## src/design/sfir_pkg.sv

```systemverilog
`timescale 1ns / 1ps
`default_nettype none

package sfir_pkg;

  localparam int SAMPLE_BITS    = 16;
  localparam int COEFF_BITS     = 18;
  localparam int FRAC_BITS      = 14;
  localparam int RADIUS_BITS    = 3;
  localparam int NUM_SIDE       = 5;
  localparam int MAX_RADIUS_DEF = 5;
  localparam int CFG_DATA_BITS  = 32;
  localparam int CFG_ADDR_BITS  = 5;

  localparam logic [RADIUS_BITS-1:0] RADIUS_RST = RADIUS_BITS'(1);
  localparam logic [COEFF_BITS-1:0]  CENTER_RST = COEFF_BITS'(16384);

  typedef enum logic [2:0] {
    REG_RADIUS,
    REG_ODD_MODE,
    REG_COEFF_CENTER,
    REG_COEFF_SIDE1,
    REG_COEFF_SIDE2,
    REG_COEFF_SIDE3,
    REG_COEFF_SIDE4,
    REG_COEFF_SIDE5
  } reg_idx_t;

  typedef struct packed {
    logic signed [SAMPLE_BITS-1:0] sample;
    logic                          line_end;
  } in_item_t;

  typedef struct packed {
    logic signed [SAMPLE_BITS-1:0] filtered;
    logic                          last_of_line;
  } out_item_t;

  typedef struct packed {
    logic vld;
    logic last;
  } ctl_t;

  function automatic int acc_bits(input int max_radius);
    return SAMPLE_BITS + COEFF_BITS + 1 + $clog2(2 * max_radius + 2);
  endfunction

endpackage

`default_nettype wire

```

## src/design/sfir_mac_cell.sv

```systemverilog
`timescale 1ns / 1ps
`default_nettype none

module sfir_mac_cell #(
  parameter int MAX_RADIUS = sfir_pkg::MAX_RADIUS_DEF,
  parameter int IDX        = 0
) (
  input  logic                                                 clk,
  input  logic                                                 rst_n,
  input  logic [$clog2(MAX_RADIUS+1)-1:0]                      r_eff,
  input  logic                                                 odd,
  input  logic [sfir_pkg::COEFF_BITS-1:0]                      center,
  input  logic [sfir_pkg::NUM_SIDE-1:0][sfir_pkg::COEFF_BITS-1:0] side,
  input  sfir_pkg::ctl_t                                       in_ctl,
  input  logic signed [sfir_pkg::acc_bits(MAX_RADIUS)-1:0]     in_acc,
  input  logic [2*MAX_RADIUS:0][sfir_pkg::SAMPLE_BITS-1:0]     in_ops,
  input  logic                                                 dn_ready,
  output logic                                                 up_ready,
  output sfir_pkg::ctl_t                                       out_ctl,
  output logic signed [sfir_pkg::acc_bits(MAX_RADIUS)-1:0]     out_acc,
  output logic [2*MAX_RADIUS:0][sfir_pkg::SAMPLE_BITS-1:0]     out_ops
);
  import sfir_pkg::*;

  localparam int WIN   = 2 * MAX_RADIUS + 1;
  localparam int IW    = $clog2(WIN);
  localparam int ACC_W = acc_bits(MAX_RADIUS);

  logic [IW-1:0]                      pos_c, r_c, tap_dist;
  logic signed [COEFF_BITS:0]         side_sel, coef_nxt, coef_r;
  logic signed [COEFF_BITS+SAMPLE_BITS:0] prod;
  logic signed [ACC_W-1:0]            acc_nxt, acc_r;
  logic [WIN-1:0][SAMPLE_BITS-1:0]    ops_r;
  ctl_t                               ctl_r, ctl_nxt;
  logic                               load;

  // tap weight of this window cell for the radius and mode in use
  always_comb begin
    pos_c    = IW'(IDX);
    r_c      = IW'(r_eff);
    tap_dist = (pos_c > r_c) ? pos_c - r_c : r_c - pos_c;
    side_sel = '0;
    for (int k = 0; k < NUM_SIDE; k++) begin
      if (int'(tap_dist) == k + 1) begin
        side_sel = {side[k][COEFF_BITS-1], side[k]};
      end
    end
    priority if (pos_c == r_c) begin
      coef_nxt = {center[COEFF_BITS-1], center};
    end else if (pos_c < r_c) begin
      coef_nxt = side_sel;
    end else if (tap_dist <= r_c) begin
      coef_nxt = odd ? -side_sel : side_sel;
    end else begin
      coef_nxt = '0;
    end
  end

  always_ff @(posedge clk) begin
    coef_r <= coef_nxt;
  end

  always_comb begin
    prod     = coef_r * $signed(in_ops[IDX]);
    acc_nxt  = in_acc + ACC_W'(prod);
    up_ready = !ctl_r.vld || dn_ready;
    ctl_nxt  = up_ready ? in_ctl : ctl_r;
    load     = up_ready && in_ctl.vld;
  end

  always_ff @(posedge clk) begin
    if (!rst_n) begin
      ctl_r <= '0;
    end else begin
      ctl_r <= ctl_nxt;
    end
  end

  always_ff @(posedge clk) begin
    if (load) begin
      acc_r <= acc_nxt;
      ops_r <= in_ops;
    end
  end

  assign out_ctl = ctl_r;
  assign out_acc = acc_r;
  assign out_ops = ops_r;

endmodule

`default_nettype wire

```

## config.mk

```make
export PLATFORM = sky130hd
export DESIGN_NAME = sfir_mac_cell
export DESIGN_NICKNAME = d
export VERILOG_FILES = /design/src/design/sfir_pkg.sv /design/src/design/sfir_mac_cell.sv
export SDC_FILE = /design/constraint.sdc
export NUM_CORES = 1
export LEC_CHECK = 0
export ABC_AREA = 1
export CORE_ASPECT_RATIO = 1.1
export CORE_MARGIN = 5
export CORE_UTILIZATION = 40
export DETAILED_ROUTE_END_ITERATION = 8
export DONT_BUFFER_PORTS = 1
export HOLD_SLACK_MARGIN = 0.15
export PLACE_DENSITY = 0.6
export SYNTH_ARGS = -nofsm -noshare
export SYNTH_HDL_FRONTEND = slang
export SYNTH_SLANG_ARGS = --single-unit
```

## constraint.sdc

```tcl
create_clock -name clk -period 14.8 [get_ports clk]
set_input_delay 2.96 -clock clk [delete_from_list [all_inputs] [get_ports clk]]
set_output_delay 2.96 -clock clk [all_outputs]
set_load 0.02 [all_outputs]
```

==> flow_summary.yaml, run 1 <==
route:
  drtPass1Iterations: 5
  drt_wl_total_um: 67200
  drtIter0Drc: 933
  postRouteAntennaNets: 0
  vias_per_cell: 4.98
  vias: 14800
  drc: 0
  wire_per_inst_um: 22.5
worst_setup_path:
  path_class: "in2reg"
  crit_arrival_ps: 8720
  regToRegEndpoint: "out_acc[36]$_DFFE_PP_"
  slowest_delay_ps: 860
  crit_chain: "nand2_1 -> inv_1 -> fa_1 -> fa_1 -> inv_1 -> fa_1 -> inv_1 -> fa_1 -> fa_1 -> inv_1 -> fa_1 -> inv_1 -> ha_1 -> nand2_1 -> nor2_1 -> nor3b_1 -> nand3b_1 -> nand4_1 -> nand2_1"
  r2r_cells: 19
  end_kind: "flop"
  path_max_fanout: 20
  start_kind: "input pin"
  r2r_start: "coef_r[18]$_DFF_P_"
  regToRegSetupSlack_ps: 7780
  worstPathRequired_ps: 15090
  crit_slowest_cell: "fa_1"
  crit_top_cell: "fa_1"
clocking:
  htreeDepth: 1
  cts_buffers: 25
  clk_pin_slew_ps: 60
  cts_resized: 0
  cts_sinks: 236
  cts_setup_buffers: 0
  clockRootBuffer: "clkbuf_16"
  clock_latency_ps: 550
  cts_tree: "done"
  cts_buffer_depth: 3
  cts_hold_buf: 0
final_layout:
  drive_gt1_share_pct: 2.72
  final_util_pct: 43.4
  syn_to_final_growth_pct: 7.13
  multiInputGateArea_mm2: 0.0124
  area.sequential_mm2: 0.00688
  nFillCells: 5205
  nets: 3025
synthesis:
  ys_seq_area_share_pct: 31.5
  syn_area_mm2: 0.0218
  synth_flop_cell: "edfxtp_1"
  synth-edff-count: 215
  syn_area_per_cell_um2: 9.63
  async_reset_ff_share_pct: 0
  synth_cell_types: 38
  synth_warnings: 0
  ys_ff_latch: 236
  synthCells: 2267
  syn_nets: 3071
timing:
  tightest_slew_ps: 1050
  final_hold_viol_count: 0
  tns_ps: 0
  period_share_pct: 56.9
  fin_crit_ps: 8420
  clock.fmax_mhz: 119
  worst_slack_ps: 6380
  rsz0062_at_grt: "no"
  skew_ps: 14.6
  maxSlewViolCount: 0
  finalSetupViolCount: 0
  slew_headroom_pct: 29.7
floorplanning:
  die_w_um: 233
  die_y_um: 255
  rows: 89
  initial_core_util_pct: 40.5
  dieArea_mm2: 0.0594
  num_io_pins: 550
  coreArea_mm2: 0.0539
global_routing:
  grt_pass1_wl_um: 100000
  grt_max_degree: 75
  grt-ovfl-total: 0
  track_usage_pct: 22.5
  antenna_found_initial: 24
  first_global_vias: 16300
job:
  maxCapViolations: 0
placed_design:
  hpwlAfterDp_um: 55800
  place_congestion: 0.902
  pre_cts_slack_ps: 5850
  io_buffers: 0
status:
  status: "completed"
worst_hold_path:
  hp-class: "reg2reg"
  hold_depth: 2
  min_to: "out_ctl[0]$_SDFFE_PN0N_"
  holdCritStartpoint: "out_ctl[0]$_SDFFE_PN0N_"
## cell families (layout without fill, tap and decap cells)
logic type	after synthesis	count (layout)	share of synthesized area, %
other	0	13	0
XOR/XNOR	21	21	0.842
AND/OR/NAND/NOR	786	786	14.4
AO/OA/AOI/OAI	72	72	2.05
buffers and inverters	680	653	11.8
flip-flops	236	236	31.5
adder cells (fa/ha/maj)	472	472	39.4
## how the worst max path moves through the flow
stage	startpoint	slack (ps)	end
floorplan	dn_ready	2040	out_acc[0]$_DFFE_PP_
global placement	in_ops[1]	5960	out_acc[36]$_DFFE_PP_
detailed placement	in_ops[1]	5850	out_acc[36]$_DFFE_PP_
CTS	in_ops[1]	6420	out_acc[36]$_DFFE_PP_
global route	in_ops[1]	6070	out_acc[37]$_DFFE_PP_
finish	in_ops[1]	6380	out_acc[36]$_DFFE_PP_
## placed cells by master, fill, tap and decap left out, types with 2 or more instances in the layout
cell / instances
dfxtp_1: 21
nor2_1: 89
bufinv_16: 5
o21ai_1: 2
a221oi_1: 14
o21bai_1: 6
clkinv_1: 2
o21ai_0: 11
nand4_1: 9
inv_2: 2
inv_8: 2
clkinv_4: 3
xnor2_1: 5
xor2_1: 16
nor3_2: 3
inv_6: 3
buf_4: 4
fa_1: 359
clkbuf_16: 25
nand3_1: 58
ha_1: 113
clkinvlp_4: 3
edfxtp_1: 215
nor4_1: 2
nand2_1: 606
diode_2: 13
a21oi_1: 33
nor2_2: 3
clkbuf_1: 2
nor3_1: 7
inv_1: 601
nor3_4: 3
## metal layers
metal	vias to the layer above	track usage (%)	wire length, µm
met5	-	0	122
li1	6612	-	-
met4	20	9.00	2780
met2	601	43.2	36900
met1	7456	23.3	21800
met3	157	5.92	5510
## critical path: cells and delay by family
| family | cells | cell delay (ps) |
|---|---|---|
| adder cells (fa/ha/maj) | 7 | 3880 |
| buffers and inverters | 5 | 450 |
| AND/OR/NAND/NOR | 7 | 1420 |
## Yosys cell counts, drive strengths merged (2+ instances only)
master / n / share of area, %
xor2: 16 / 0.64
o21ai: 13 / 0.30
nor4: 2 / 0.057
nor2: 93 / 1.6
inv: 603 / 10
clkbuf: 61 / 1.0
xnor2: 5 / 0.20
fa: 359 / 33
nand2: 606 / 10
nor3: 13 / 0.52
o21bai: 7 / 0.26
a21oi: 33 / 0.76
nor3b: 2 / 0.092
buf: 16 / 0.40
ha: 113 / 6.5
nand4: 9 / 0.26
edfxtp: 215 / 30
a221oi: 14 / 0.56
nand3: 58 / 1.3
dfxtp: 21 / 1.9
## metrics by stage
step           hold WS [ps]  cell area [µm²]  cells
6_report                593            23400   2981
5_1_grt                 616            23400   2972
4_1_cts                 589            23400   2968
3_5_place_dp            581            22500   2922
3_3_place_gp            577            22500   2922
2_1_floorplan           561            21800   2267
## layout make-up
cell class	count	area share [%]
Clock inverter	19	1.11
Antenna cell	13	0.139
Inverter	603	9.68
Sequential cell	236	29.4
Timing Repair Buffer	4	0.128
Multi-Input combinational cell	1351	52.9
Tap cell	728	3.89
Clock buffer	27	2.71
## flip-flops by register name, indices dropped and copies added, names as in the netlist
name	count
out_ctl	2
out_ops	176
out_acc	39
coef_r	19
Power of run 1 is left out: the tool's default activity adds up to more than one toggle a clock period on the data nets, which glitch-free logic cannot reach.
==> run 2, diff against run 1 <==
Settings changed: ABC_AREA 1 to 0.
Clock period 14.8 ns to 8.5 ns, I/O delays scaled along.
==> run 2 against run 1 <==
Against the previous run: non-clock buffer count grew 5; sequential cell count unchanged; via count shrank 15%.
==> flow_summary.yaml, run 2 <==
status:
  status: "completed"
final_layout:
  nFillCells: 4790
  syn_to_final_growth_pct: 7.08
  final_common_cell: "inv_1"
  final-instance-count-excl-fill: 2434
  multiInputGateArea_mm2: 0.0123
  area.sequential_mm2: 0.00688
  largest_register_ffs: 176
  final_util_pct: 43.4
  nets: 2548
  drive_gt1_share_pct: 4.94
  mostFrequentLayoutCells: "inv_1, fa_1, edfxtp_1"
clocking:
  cts_buffers: 24
  cts_setup_buffers: 0
  cts_tree: "done"
  clk_pin_slew_ps: 70
  clockRootBuffer: "clkbuf_16"
  cts_sinks: 236
  clock_latency_ps: 550
  htreeDepth: 1
  cts_resized: 0
  cts_buffer_depth: 3
  cts_hold_buf: 0
synthesis:
  synth_top_area_share_pct: 34.5
  yosys.area_share.simple_pct: 9.41
  synth_cell_types: 58
  synth_top_family_by_area: "adder cells"
  synth-edff-count: 215
  ys_seq_area_share_pct: 33.0
  synth_compound_area_share_pct: 5.08
  syn_area_per_cell_um2: 11.8
  synth_flop_cell: "edfxtp_1"
  async_reset_ff_share_pct: 0
  synth_fa_ha_area_share_pct: 41.2
  synth_xor_area_share_pct: 1.51
  synth_warnings: 0
  ys_ff_latch: 236
  yosys.area.top_type: "fa_1"
  syn_area_mm2: 0.0209
  synth.top_cells.by_count: "inv_1, fa_1, edfxtp_1"
  synthCells: 1770
  synth_mux_area_share_pct: 1.92
  yosys-top-cells-area: "fa_1, edfxtp_1, ha_1"
  synth.most_common_cell: "inv_1"
  syn_nets: 2574
global_routing:
  track_usage_pct: 19.8
  grt_pass1_wl_um: 86300
  grt_max_degree: 149
  grt-ovfl-total: 0
  antenna_found_initial: 14
  first_global_vias: 13800
timing:
  fin_crit_ps: 7210
  tns_ps: 0
  tightest_slew_ps: 1060
  skew_ps: 20.2
  clock.fmax_mhz: 139
  final_hold_viol_count: 0
  timing.hold.ws_ps: 588
  rsz0062_at_grt: "no"
  slew_headroom_pct: 28.8
  period_share_pct: 84.8
  finalSetupViolCount: 0
  maxSlewViolCount: 0
job:
  maxCapViolations: 0
route:
  drtIter0Drc: 639
  vias: 12600
  drtPass1Iterations: 5
  drt_wl_total_um: 56800
  drc: 0
  wire_per_inst_um: 23.3
  vias_per_cell: 5.17
  postRouteAntennaNets: 0
worst_setup_path:
  start_kind: "input pin"
  end_kind: "flop"
  regToRegSetupSlack_ps: 1610
  crit_slowest_cell: "fa_1"
  worstPathRequired_ps: 8810
  crit_top_cell: "fa_1"
  crit_arrival_ps: 7520
  regToRegEndpoint: "out_acc[38]$_DFFE_PP_"
  path_class: "in2reg"
  endpoint: "out_acc[38]$_DFFE_PP_"
  startpoint: "in_ops[1]"
  path_max_fanout: 20
  slowest_delay_ps: 870
  crit_chain: "nand2_1 -> inv_1 -> fa_1 -> fa_1 -> fa_1 -> fa_1 -> fa_1 -> fa_1 -> ha_1 -> a21oi_1 -> o221ai_1 -> a21bo_2 -> a211oi_1 -> a21oi_1 -> a211oi_1 -> a21oi_1 -> xnor2_1"
  r2r_cells: 17
  r2r_start: "coef_r[18]$_DFF_P_"
floorplanning:
  initial_core_util_pct: 40.5
  coreArea_mm2: 0.0515
  dieArea_mm2: 0.0568
  rows: 87
  die_y_um: 250
  num_io_pins: 550
  die_w_um: 228
placed_design:
  io_buffers: 0
  place_congestion: 0.859
  dpl.cell_count: 2385
  hpwlAfterDp_um: 47000
worst_hold_path:
  hp-class: "reg2reg"
==> run 2: routing by layer <==
metal	up-vias	wire length, µm	GRT usage (%)
met5	-	48	0
met4	6	1580	5.01
met3	74	3250	3.89
met2	434	31500	38.3
met1	6550	20500	22.3
li1	5529	-	-
==> run 2: cell families (layout without fill, tap and decap cells) <==
group           Yosys count  after routing
compound gates          154            154
fa+ha+maj               472            472
xor+xnor                 36             36
flops                   236            236
other cells               0              5
simple gates            399            399
mux                      35             35
buf+inv                 438            430
==> run 2: cell type report <==
| type | count | area share (%) |
|---|---|---|
| Multi-Input combinational cell | 1096 | 55.3 |
| Sequential cell | 236 | 30.8 |
| Timing Repair Buffer | 9 | 0.359 |
| Tap cell | 667 | 3.74 |
| Clock inverter | 16 | 0.717 |
| Inverter | 377 | 6.34 |
| Antenna cell | 5 | 0.0560 |
| Clock buffer | 28 | 2.76 |
==> run 2: through the flow <==
stage | instance area, µm² | setup WS, ps
2_1_floorplan | 20900 | 891
3_3_place_gp | 21500 | 867
3_5_place_dp | 21500 | 773
4_1_cts | 22300 | 1360
5_1_grt | 22300 | 939
6_report | 22300 | 1290
==> run 2: critical path: cells and delay by family <==
kind                       cells  cell delay, ps
and+or+nand+nor                1             120
xor gates and xnor gates       1             140
AOI/OAI and AO/OA              7            1640
buffers and inverters          1              90
adders and majority gates      7            3810
==> run 2: how the worst min path moves through the flow <==
stage	start	to	cells past startpoint
3_5_place_dp	out_ctl[0]$_SDFFE_PN0N_	out_ctl[0]$_SDFFE_PN0N_	2
3_3_place_gp	out_ctl[0]$_SDFFE_PN0N_	out_ctl[0]$_SDFFE_PN0N_	2
6_report	out_ctl[0]$_SDFFE_PN0N_	out_ctl[0]$_SDFFE_PN0N_	2
4_1_cts	out_ctl[0]$_SDFFE_PN0N_	out_ctl[0]$_SDFFE_PN0N_	2
2_1_floorplan	out_ctl[0]$_SDFFE_PN0N_	out_ctl[0]$_SDFFE_PN0N_	2
5_1_grt	out_ctl[0]$_SDFFE_PN0N_	out_ctl[0]$_SDFFE_PN0N_	2
Power of run 2 is left out for the same reason.
