[src/design/sfir_pkg.sv]
`timescale 1ns / 1ps
`default_nettype none

package sfir_pkg;

  localparam int SAMPLE_BITS    = 16;
  localparam int COEFF_BITS     = 18;
  localparam int FRAC_BITS      = 14;
  localparam int RADIUS_BITS    = 3;
  localparam int NUM_SIDE       = 5;
  localparam int MAX_RADIUS_DEF = 5;
  localparam int CFG_DATA_BITS  = 32;
  localparam int CFG_ADDR_BITS  = 5;

  localparam logic [RADIUS_BITS-1:0] RADIUS_RST = RADIUS_BITS'(1);
  localparam logic [COEFF_BITS-1:0]  CENTER_RST = COEFF_BITS'(16384);

  typedef enum logic [2:0] {
    REG_RADIUS,
    REG_ODD_MODE,
    REG_COEFF_CENTER,
    REG_COEFF_SIDE1,
    REG_COEFF_SIDE2,
    REG_COEFF_SIDE3,
    REG_COEFF_SIDE4,
    REG_COEFF_SIDE5
  } reg_idx_t;

  typedef struct packed {
    logic signed [SAMPLE_BITS-1:0] sample;
    logic                          line_end;
  } in_item_t;

  typedef struct packed {
    logic signed [SAMPLE_BITS-1:0] filtered;
    logic                          last_of_line;
  } out_item_t;

  typedef struct packed {
    logic vld;
    logic last;
  } ctl_t;

  function automatic int acc_bits(input int max_radius);
    return SAMPLE_BITS + COEFF_BITS + 1 + $clog2(2 * max_radius + 2);
  endfunction

endpackage

`default_nettype wire

[src/design/sfir_tap_cell.sv]
`timescale 1ns / 1ps
`default_nettype none

module sfir_tap_cell (
  input  logic                             clk,
  input  logic                             rst_n,
  input  logic                             shift,
  input  logic [sfir_pkg::SAMPLE_BITS-1:0] in_sample,
  input  logic                             in_flag,
  input  logic [sfir_pkg::SAMPLE_BITS-1:0] first,
  output logic [sfir_pkg::SAMPLE_BITS-1:0] sample,
  output logic                             flag,
  output logic [sfir_pkg::SAMPLE_BITS-1:0] op
);
  import sfir_pkg::*;

  logic [SAMPLE_BITS-1:0] sample_r, sample_nxt;
  logic                   flag_r, flag_nxt;

  always_comb begin
    sample_nxt = shift ? in_sample : sample_r;
    flag_nxt   = shift ? in_flag : flag_r;
  end

  always_ff @(posedge clk) begin
    if (!rst_n) begin
      flag_r <= 1'b0;
    end else begin
      flag_r <= flag_nxt;
    end
  end

  always_ff @(posedge clk) begin
    sample_r <= sample_nxt;
  end

  assign sample = sample_r;
  assign flag   = flag_r;
  // samples from before the line start read as the first sample
  assign op     = flag_r ? sample_r : first;

endmodule

`default_nettype wire

[config.mk]
export PLATFORM = sky130hd
export DESIGN_NAME = sfir_tap_cell
export DESIGN_NICKNAME = d
export VERILOG_FILES = /design/src/design/sfir_pkg.sv /design/src/design/sfir_tap_cell.sv
export SDC_FILE = /design/constraint.sdc
export NUM_CORES = 1
export LEC_CHECK = 0
export ABC_AREA = 1
export BUFFER_PORTS_ARGS = -buffer_cell sky130_fd_sc_hd__buf_4
export CORE_AREA = 4 4 56 58
export DETAILED_ROUTE_END_ITERATION = 10
export DIE_AREA = 0 0 60 62
export GPL_TIMING_DRIVEN = 0
export PLACE_DENSITY = 0.62
export REMOVE_ABC_BUFFERS = 1
export SYNTH_ARGS = -nofsm -noshare
export SYNTH_HDL_FRONTEND = slang
export SYNTH_SLANG_ARGS = --single-unit
[constraint.sdc]
create_clock -name clk -period 1.8 [get_ports clk]
set_input_delay 0.18 -clock clk [delete_from_list [all_inputs] [get_ports clk]]
set_output_delay 0.18 -clock clk [all_outputs]
set_load 0.005 [all_outputs]
==> results of run 1 <==
[cells in the final DEF, fill, tap and decap left out]
| cell type | synthesis | layout |
|---|---|---|
| nor2_1 | 2 | 2 |
| inv_1 | 17 | 17 |
| o21ai_0 | 16 | 16 |
| clkbuf_4 | 0 | 3 |
| edfxtp_1 | 16 | 16 |
| clkinv_2 | 0 | 1 |
| buf_4 | 2 | 68 |
| nand2_1 | 18 | 18 |
| dfxtp_2 | 0 | 1 |
[logic make-up (layout without fill, tap and decap cells)]
logic type / count (synthesis) / in the layout / share of synthesized area (%)
buffers and inverters: 20 / 89 / 11.3
flip-flops: 17 / 17 / 67.7
AO/OA/AOI/OAI: 16 / 16 / 10.8
AND/OR/NAND/NOR: 20 / 20 / 10.2
[final cells by class]
class	count	area, sq um	area share [%]
multi-input cells	36	155	12.0
well taps	31	38.8	2.99
clock buffers	3	22.5	1.74
flip-flops and latches	17	502	38.7
clock inverters	1	5.00	0.386
repair buffers	68	510	39.3
inverters	17	63.8	4.92
[power by group through the flow]
stage / clock (uW) / combinational [uW] / sequential, uW
2_1_floorplan: 0 / 34.8 / 501
3_3_place_gp: 0 / 201 / 502
3_5_place_dp: 0 / 203 / 503
4_1_cts: 211 / 203 / 495
5_1_grt: 226 / 221 / 500
6_report: 204 / 200 / 494
[final timing paths]
check,startpoint,to
setup reg to reg,flag,flag
hold / removal,in_sample[1],sample[1]
hold reg to reg,flag,flag
setup / recovery,flag,op[7]
[state kept, by name, indices dropped and copies added, names as in the netlist]
signal	flops
flag	1
sample	16
[per-layer routing]
metal	part of all wire, %	vias to the layer above	GRT usage (%)
met4	1.4	0	7.59
met3	14	2	4.75
met5	0	-	0
met2	45	46	16.5
met1	40	296	12.0
li1	-	368	-
[through the flow]
step,hold WS (ns),cells,util (%),area [sq um]
final,0.0543,173,48.7,1300
after floorplan,0.279,70,-,719
after detailed placement,0.359,169,47.7,1270
after global routing,0.0370,173,48.7,1300
after CTS,0.0456,173,48.7,1300
after global placement,0.358,169,47.7,1270
[timing repair]
action | 4_1_cts | 5_1_grt
hold buffers | 0 | 0
endpoints found under the setup margin | 16 | 0
gates resized for setup | 1 | 0
==> results by group, run 1 <==
Logic synthesis
  • Async set-reset flop share out of synthesis: 0%
  • Synth warnings: 0
  • Syn Std Cell Area: 739 sq um
  • Top cells by count, synth: nand2_1, inv_1, edfxtp_1, o21ai_0
  • Post-synth top area share: 65.0%
  • Post-synthesis sequential area ratio: 67.7%
  • Largest cells by area after synthesis: edfxtp_1, o21ai_0, nand2_1
  • Number of synthesized flops with an enable pin: 16
  • Synth unique cells: 8
  • Most frequent cell after synthesis: nand2_1
  • Cell taking the most area after synthesis: edfxtp_1
  • Top FF cell, synth: edfxtp_1
  • #FFs+latches synth: 17
  • Synthesized area per cell: 10.1 sq um
  • Synth Instances: 73

Power and ir drop
  • Clock Power Share: 22.7%
  • Logic pwr share: 22.2%
  • Sequential power share: 55.1%
  • Total power: about 900 uW
  • Pwr dens: 692 nW/um^2
  • Peak VDD IR: 0.450 mV
  • Net Sw Frac: 23.8%
  • Psw: 214 uW
  • Internal power: 684 uW
  • Static leakage: 0.000652 uW

Routing
  • Vias: around 700
  • Drt drc: 0
  • Routed wire per std cell: 11.3 um
  • Final WL: 1960 um
  • Vias per std cell: ~4.1
  • Iteration-0 DRC Markers: 7
  • DR pass1 iterations: 4
  • Final ANT Viol Nets: 0

Timing
  • Setup TNS: 0 ns
  • Setup violators final: 0
  • Ratio of final minimum period to clock period: 83.6%
  • Final Hold Vio Count: 0
  • Final worst setup slack: between 0.2 and 0.3 ns
  • Worst Clk Skew: 0 ns
  • Max-slew violations: 0
  • RSZ-0062 raised after global routing: no
  • Least-Margin Pin Slew: 0.513 ns
  • Final min period: 1.51 ns
  • Rel. slew slack: 65.8%
  • Fmax: 664 MHz

Worst setup path
  • CP Launch Type: flop
  • Largest stage delay, worst path: 0.67 ns
  • WP buf/inv: 1
  • Critical Path, Cell by Cell: o21ai_0, buf_4
  • R2R Setup Slk: 0.87 ns
  • Critical path fanouts, max: 34
  • Max stage delay cell, worst path: dfxtp_2
  • Worst Reg2Reg Path Length in Cells: 2
  • Crit path depth: 2
  • WP data arrival: 1.33 ns
  • Worst Setup End Kind: primary output
  • Worst EP required: 1.62 ns
  • CP delay by family, top: flip-flops
  • Critical path type: flop to primary output

Outcome
  • Status: completed

Placement
  • Pre-CTS setup slack: 0.254 ns
  • Port Buffers: 68
  • Hpwl dp: between 1500 and 2000 um
  • RD Place Congestion: 0.707

Global route
  • Vias in the first global route: just under 700
  • First-pass GRT wire length: around 2900 um
  • Total gr overflow: 0
  • Gr usage total: 10.8%
  • Initial antenna violation count: 0
  • Largest net degree at the start of global routing: 35

Floorplanning
  • Die Ht: 62 um
  • Row cnt: 19
  • Core area: 2660 sq um
  • Die Area: 3720 sq um
  • Io pins: 69
  • Chip width: ~60 um
  • Initial Util: 27.8%

Hold path
  • Worst min-delay path class: input port to flop
  • WHS Path Cells: 1

Clock network
  • Clock tree buffer depth: 2
  • TritonCTS clock tree: yes
  • Clock sinks: 17
  • Clk pin slew, worst setup/hold paths: 0.11 ns
  • TritonCTS buffer count: 3
  • Worst-Skew Late Latency: 0.29 ns
  • Clk root buf: clkbuf_4
  • Htree depth: 1
  • Setup Fix Bufs, Post-CTS: 0

Finish
  • Share of layout cells above drive strength 1: 51.4%
  • Nets@finish: ~180
  • Area grow syn2layout: 75.5%
  • Number of diodes: 0
  • Fill count: 250

Run
  • Max-cap violation count: 0
No activity file was read; power rests on OpenSTA's default activity.
==> inputs of run 2 (changes only) <==
ABC_AREA = 0   (was 1)
CORE_AREA = 4 4 57 59   (was 4 4 56 58)
DIE_AREA = 0 0 61 63   (was 0 0 60 62)
PLACE_DENSITY = 0.61   (was 0.62)
clock period = 1.5 ns   (was 1.8 ns; I/O delays follow)
==> results by group, run 2 <==
Worst setup path
  • Critical path fanouts, max: 6 (-82%)
  • Worst Setup End Kind: primary output
  • Worst EP required: 1.35 ns (-0.27 ns)
  • Critical Path, Cell by Cell: buf_12, mux2_2, buf_4
  • Max stage delay cell, worst path: dfxtp_4
  • Critical path type: flop to primary output
  • WP data arrival: 1.28 ns (-0.05 ns)
  • WP buf/inv: 2 (+1)
  • CP Launch Type: flop
  • Largest stage delay, worst path: 0.41 ns (-0.26 ns)
  • CP delay by family, top: flip-flops

Routing
  • Routed wire per std cell: 13.8 um (+22%)
  • DR pass1 iterations: 2 (-2)
  • Vias per std cell: 4.26 (+3.6%)
  • Final WL: 1950 um (-0.61%)
  • Vias: 601 (-16%)
  • Iteration-0 DRC Markers: 4 (-3)
  • Final ANT Viol Nets: 0 (unchanged)
  • Drt drc: 0 (unchanged)

Logic synthesis
  • Largest cells by area after synthesis: edfxtp_1, mux2_4, mux2_2
  • Synth Instances: 37 (-49%)
  • Post-synthesis sequential area ratio: 65.4% (-2.3 points)
  • Post-synth top area share: 62.7% (-2.2 points)
  • Syn Std Cell Area: 766 sq um (+3.6%)
  • Async set-reset flop share out of synthesis: 0% (unchanged)
  • #FFs+latches synth: 17 (unchanged)
  • Most frequent cell after synthesis: edfxtp_1
  • Cell taking the most area after synthesis: edfxtp_1
  • Synth unique cells: 8 (unchanged)
  • Synthesized area per cell: 20.7 sq um (+100%)
  • Number of synthesized flops with an enable pin: 16 (unchanged)
  • Synth warnings: 0 (unchanged)
  • Top cells by count, synth: edfxtp_1, mux2_4, mux2_2
  • Top FF cell, synth: edfxtp_1

Power and ir drop
  • Static leakage: 0.000638 uW (-2.1%)
  • Total power: 1100 uW (+23%)
  • Peak VDD IR: 0.580 mV (+29%)
  • Pwr dens: 803 nW/um^2 (+16%)

Clock network
  • TritonCTS buffer count: 3 (unchanged)
  • Htree depth: 1 (unchanged)
  • Worst-Skew Late Latency: 0.29 ns (about the same)
  • Clock sinks: 17 (unchanged)
  • Clk root buf: clkbuf_4
  • Clock tree buffer depth: 2 (unchanged)
  • TritonCTS clock tree: yes
  • Post-CTS Hold Fix Bufs: 0 (unchanged)
  • Clk pin slew, worst setup/hold paths: 0.11 ns (about the same)

Floorplanning
  • Io pins: 69 (unchanged)
  • Chip width: 61 um (+1.7%)
  • Row cnt: 19 (unchanged)
  • Initial Util: 28.3% (+0.48 points)
  • Die Ht: 63 um (+1.6%)
  • Core area: 2710 sq um (+1.8%)
  • Die Area: 3840 sq um (+3.3%)

Global route
  • Gr usage total: 11.0% (+0.23 points)
  • Met1 Track Usage GR: 11.8% (-0.21 points)
  • First-pass GRT wire length: 3100 um (+6.7%)
  • Vias in the first global route: 660 (-3.8%)
  • Routing usage on met3: 5.79% (+1.0 points)
  • Total gr overflow: 0 (unchanged)
  • GR Util met2: 17.5% (+1.0 points)
  • Largest net degree at the start of global routing: 18 (-49%)
  • Initial antenna violation count: 0 (unchanged)
  • Grt peak-use layer: met2

Finish
  • Number of diodes: 0 (unchanged)
  • Fill count: 254 (+1.6%)
  • Post-route insts no fill: 141 (-18%)
  • Share of layout cells above drive strength 1: 83.6% (+32 points)
  • Most frequent cells in the layout: buf_4, edfxtp_1, mux2_4
  • Commonest non-fill, non-tap cell in the layout: buf_4
  • Area grow syn2layout: 79.6%
  • Multi-input logic area: 234 sq um (+51%)
  • Register Area: 504 sq um (+0.50%)
  • Max reg flops: 16 (unchanged)
  • Nets@finish: 147 (-18%)

Placement
  • Pre-CTS setup slack: -0.160 ns (-0.415 ns)
  • Placed Cells: 134 (-21%)
  • Hpwl dp: 1590 um (+3.3%)
  • Port Buffers: 68 (unchanged)
  • RD Place Congestion: 0.599 (-15%)

Timing
  • Final Hold Vio Count: 0 (unchanged)
  • Ratio of final minimum period to clock period: 95.5%
  • Final worst setup slack: 0.0677 ns (-0.227 ns)
  • Max-slew violations: 0 (unchanged)
  • Setup TNS: 0 ns (unchanged)
  • RSZ-0062 raised after global routing: no
  • Final min period: 1.43 ns
  • Least-Margin Pin Slew: 0.228 ns (-0.285 ns)
  • Rel. slew slack: 84.8% (+19 points)
  • Worst Clk Skew: 0 ns (unchanged)
  • Fmax: 698 MHz
  • Setup violators final: 0 (unchanged)

Hold path
  • Worst min-delay path class: input port to flop

Outcome
  • Status: completed

Run
  • Max-cap violation count: 0 (unchanged)
==> run 2: changes by cell type in the layout (fill, tap and decap cells not counted) <==
cell     change
nand2_1     -18
mux2_2       +6
nor2_1       -2
buf_12       +3
dfxtp_4      +1
mux2i_1      +1
mux2_4      +10
dfxtp_2      -1
o21ai_0     -16
inv_1       -17
nor2b_1      +1
==> run 2: through the flow <==
step / hold WS [ns] / utilization [%] / area, sq um
floorplan: 0.249 / - / 734
global placement: 0.328 / 47.4 / 1280
detailed placement: 0.329 / 47.4 / 1280
CTS: 0.0150 / 50.7 / 1380
global route: 0.00487 / 50.7 / 1380
finish: 0.0289 / 50.7 / 1380
==> run 2: routing by layer <==
metal	vias up	wire length [um]
met5	-	0
met4	0	18
met3	2	308
met2	44	965
met1	266	659
li1	289	-
==> run 2: worst paths after layout <==
check	slack (ns)	cells after the start	endpoint	start
worst min register to register	0.72	3	flag	flag
worst max register to register	0.71	3	flag	flag
worst min-delay path	0.03	1	sample[14]	in_sample[14]
worst max-delay path	0.07	3	op[0]	flag
==> run 2: kinds of logic after synthesis <==
group / Yosys count / synth area share [%]
mux: 17 / 29.7
flops: 17 / 65.4
buf+inv: 2 / 4.08
simple gates: 1 / 0.818
==> run 2: cell type report <==
type,count,area share [%]
Timing Repair Buffer,71,41.5
Tap cell,31,2.82
Clock inverter,1,0.364
Sequential cell,17,36.7
Clock buffer,3,1.64
Multi-Input combinational cell,18,17.0
==> run 2: timing repair <==
action                     in CTS  in global routing
setup buffers                   3                  0
resized for setup               2                  0
setup endpoints to repair      17                  0
==> run 2: worst reg2reg max path: stages, from the launching register on <==
cell     delay [ns]
dfxtp_4        0.39
buf_12         0.13
mux2i_1        0.11
nor2b_1        0.06
==> run 2: power breakdown <==
part	leakage (uW)	internal (uW)	total (uW)	switching [uW]
clock network	0.0000177	98.9	241	142
registers	0.000166	560	582	22.3
logic	0.000455	203	281	77.6
total	0.000638	862	1100	242
==> inputs of run 3 (changes only) <==
BUFFER_PORTS_ARGS = -buffer_cell sky130_fd_sc_hd__buf_2   (was -buffer_cell sky130_fd_sc_hd__buf_4)
MAX_ROUTING_LAYER = met4   (was not set)
==> results by group, run 3 (same netlist as run 2, synthesis figures left out) <==
Outcome
  • Status: completed

Global route
  • Gr usage total: 9.65% (-1.4 points)
  • Total gr overflow: 0 (unchanged)
  • Largest net degree at the start of global routing: 18 (unchanged)
  • Vias in the first global route: 642 (-2.7%)
  • First-pass GRT wire length: 2680 um (-13%)
  • Initial antenna violation count: 0 (unchanged)

Timing
  • Final Hold Vio Count: 0 (unchanged)
  • Rel. slew slack: 74.9% (-9.9 points)
  • Hold WS: 0.0343 ns (+0.00540 ns)
  • Max-slew violations: 0 (unchanged)
  • Ratio of final minimum period to clock period: 92.9% (-2.6 points)
  • Worst Clk Skew: 0 ns (unchanged)
  • RSZ-0062 raised after global routing: no
  • Least-Margin Pin Slew: 0.377 ns (+0.149 ns)
  • Setup violators final: 0 (unchanged)
  • Final min period: 1.39 ns (-0.0383 ns)
  • Fmax: 717 MHz (+2.7%)

Clock network
  • TritonCTS clock tree: yes
  • Worst-Skew Late Latency: 0.28 ns (about the same)
  • Post-CTS Hold Fix Bufs: 0 (unchanged)
  • Htree depth: 1 (unchanged)
  • Clock tree buffer depth: 2 (unchanged)
  • Clock sinks: 17 (unchanged)
  • TritonCTS buffer count: 3 (unchanged)
  • Clk root buf: clkbuf_4
  • Clk pin slew, worst setup/hold paths: 0.10 ns (about the same)

Floorplanning
  • Die Ht: 63 um (unchanged)
  • Die Area: 3840 sq um (unchanged)
  • Core area: 2710 sq um (unchanged)
  • Io pins: 69 (unchanged)
  • Row cnt: 19 (unchanged)
  • Chip width: 61 um (unchanged)
  • Initial Util: 28.3% (unchanged)

Finish
  • Max reg flops: 16 (unchanged)
  • Most frequent cells in the layout: buf_2, edfxtp_1, mux2_4
  • Nets@finish: 147 (unchanged)
  • Share of layout cells above drive strength 1: 83.6% (unchanged)
  • Post-layout instance area: 1180 sq um (-14%)
  • Commonest non-fill, non-tap cell in the layout: buf_2
  • Number of diodes: 0 (unchanged)
  • Final core utilization: 43.5% (-7.2 points)
  • Multi-input logic area: 234 sq um (unchanged)
  • Fill count: 260 (+2.4%)
  • Register Area: 504 sq um (unchanged)
  • Area grow syn2layout: 54.1%

Routing
  • Vias: 601 (unchanged)
  • Final ANT Viol Nets: 0 (unchanged)
  • Final WL: 1740 um (-11%)
  • Iteration-0 DRC Markers: 16 (+12)
  • Routed wire per std cell: 12.3 um (-11%)
  • DR pass1 iterations: 4 (+2)
  • Drt drc: 0 (unchanged)
  • Vias per std cell: 4.26 (unchanged)

Placement
  • Port Buffers: 68 (unchanged)
  • Placement Cell Area: 1110 sq um (-13%)
  • Hpwl dp: 1420 um (-10%)
  • RD Place Congestion: 0.604 (+0.75%)

Power and ir drop
  • Static leakage: 0.000573 uW (-10%)
  • Peak VDD IR: 0.654 mV (+13%)
  • Pwr dens: 864 nW/um^2 (+7.7%)

Worst setup path
  • Worst Setup End Kind: primary output
  • WP data arrival: 1.24 ns (-0.04 ns)
  • Critical path type: flop to primary output
  • Worst EP required: 1.35 ns (about the same)
  • Critical path fanouts, max: 5 (-1)
  • CP Launch Type: flop

Hold path
  • Worst min-delay path class: input port to flop

Run
  • Max-cap violation count: 0 (unchanged)
## run 3: power by group
group	switching [uW]	internal, uW
Combinational	74.3	135
Clock	134	98.9
Sequential	18.4	559
Total	227	793
## run 3: what timing repair did
item,in CTS,in global routing
endpoints found under the setup margin,17,0
buffers inserted,3,0
endpoints found under the hold margin,0,0
gates resized for setup,2,0
## run 3: per-layer routing
metal / share of wire (%) / wire length (um) / GRT usage [%]
met3: 13 / 223 / 2.89
met1: 38 / 664 / 10.5
met5: 0 / 0 / -
met2: 48 / 833 / 15.5
met4: 1.1 / 20 / 4.88
## run 3: metrics by stage
step	setup TNS (ns)	power [uW]	instances	setup slack, ns
2_1_floorplan	0	664	35	0.144
3_3_place_gp	-1.25	785	134	-0.118
6_report	0	1020	141	0.106
4_1_cts	0	1040	141	0.0797
5_1_grt	0	1080	141	0.0457
3_5_place_dp	-1.90	793	134	-0.162
## run 3: path summary, 6_finish.rpt
check	startpoint	endpoint	slack (ns)	cells past startpoint
worst max-delay path	flag	op[6]	0.11	3
worst min-delay path	in_sample[8]	sample[8]	0.03	1
worst max register to register	flag	flag	0.72	3
worst min register to register	flag	flag	0.71	3
## run 3: area by class of cell
cell class                      count  share of cell area [%]
Multi-Input combinational cell     18                    19.8
Timing Repair Buffer               71                    31.8
Sequential cell                    17                    42.7
Clock buffer                        3                    1.91
Clock inverter                      1                   0.424
Tap cell                           31                    3.29
## run 3: critical path: stages (launching register included)
cell     delay (ns)
dfxtp_4        0.38
buf_4          0.16
mux2_4         0.30
buf_2          0.13
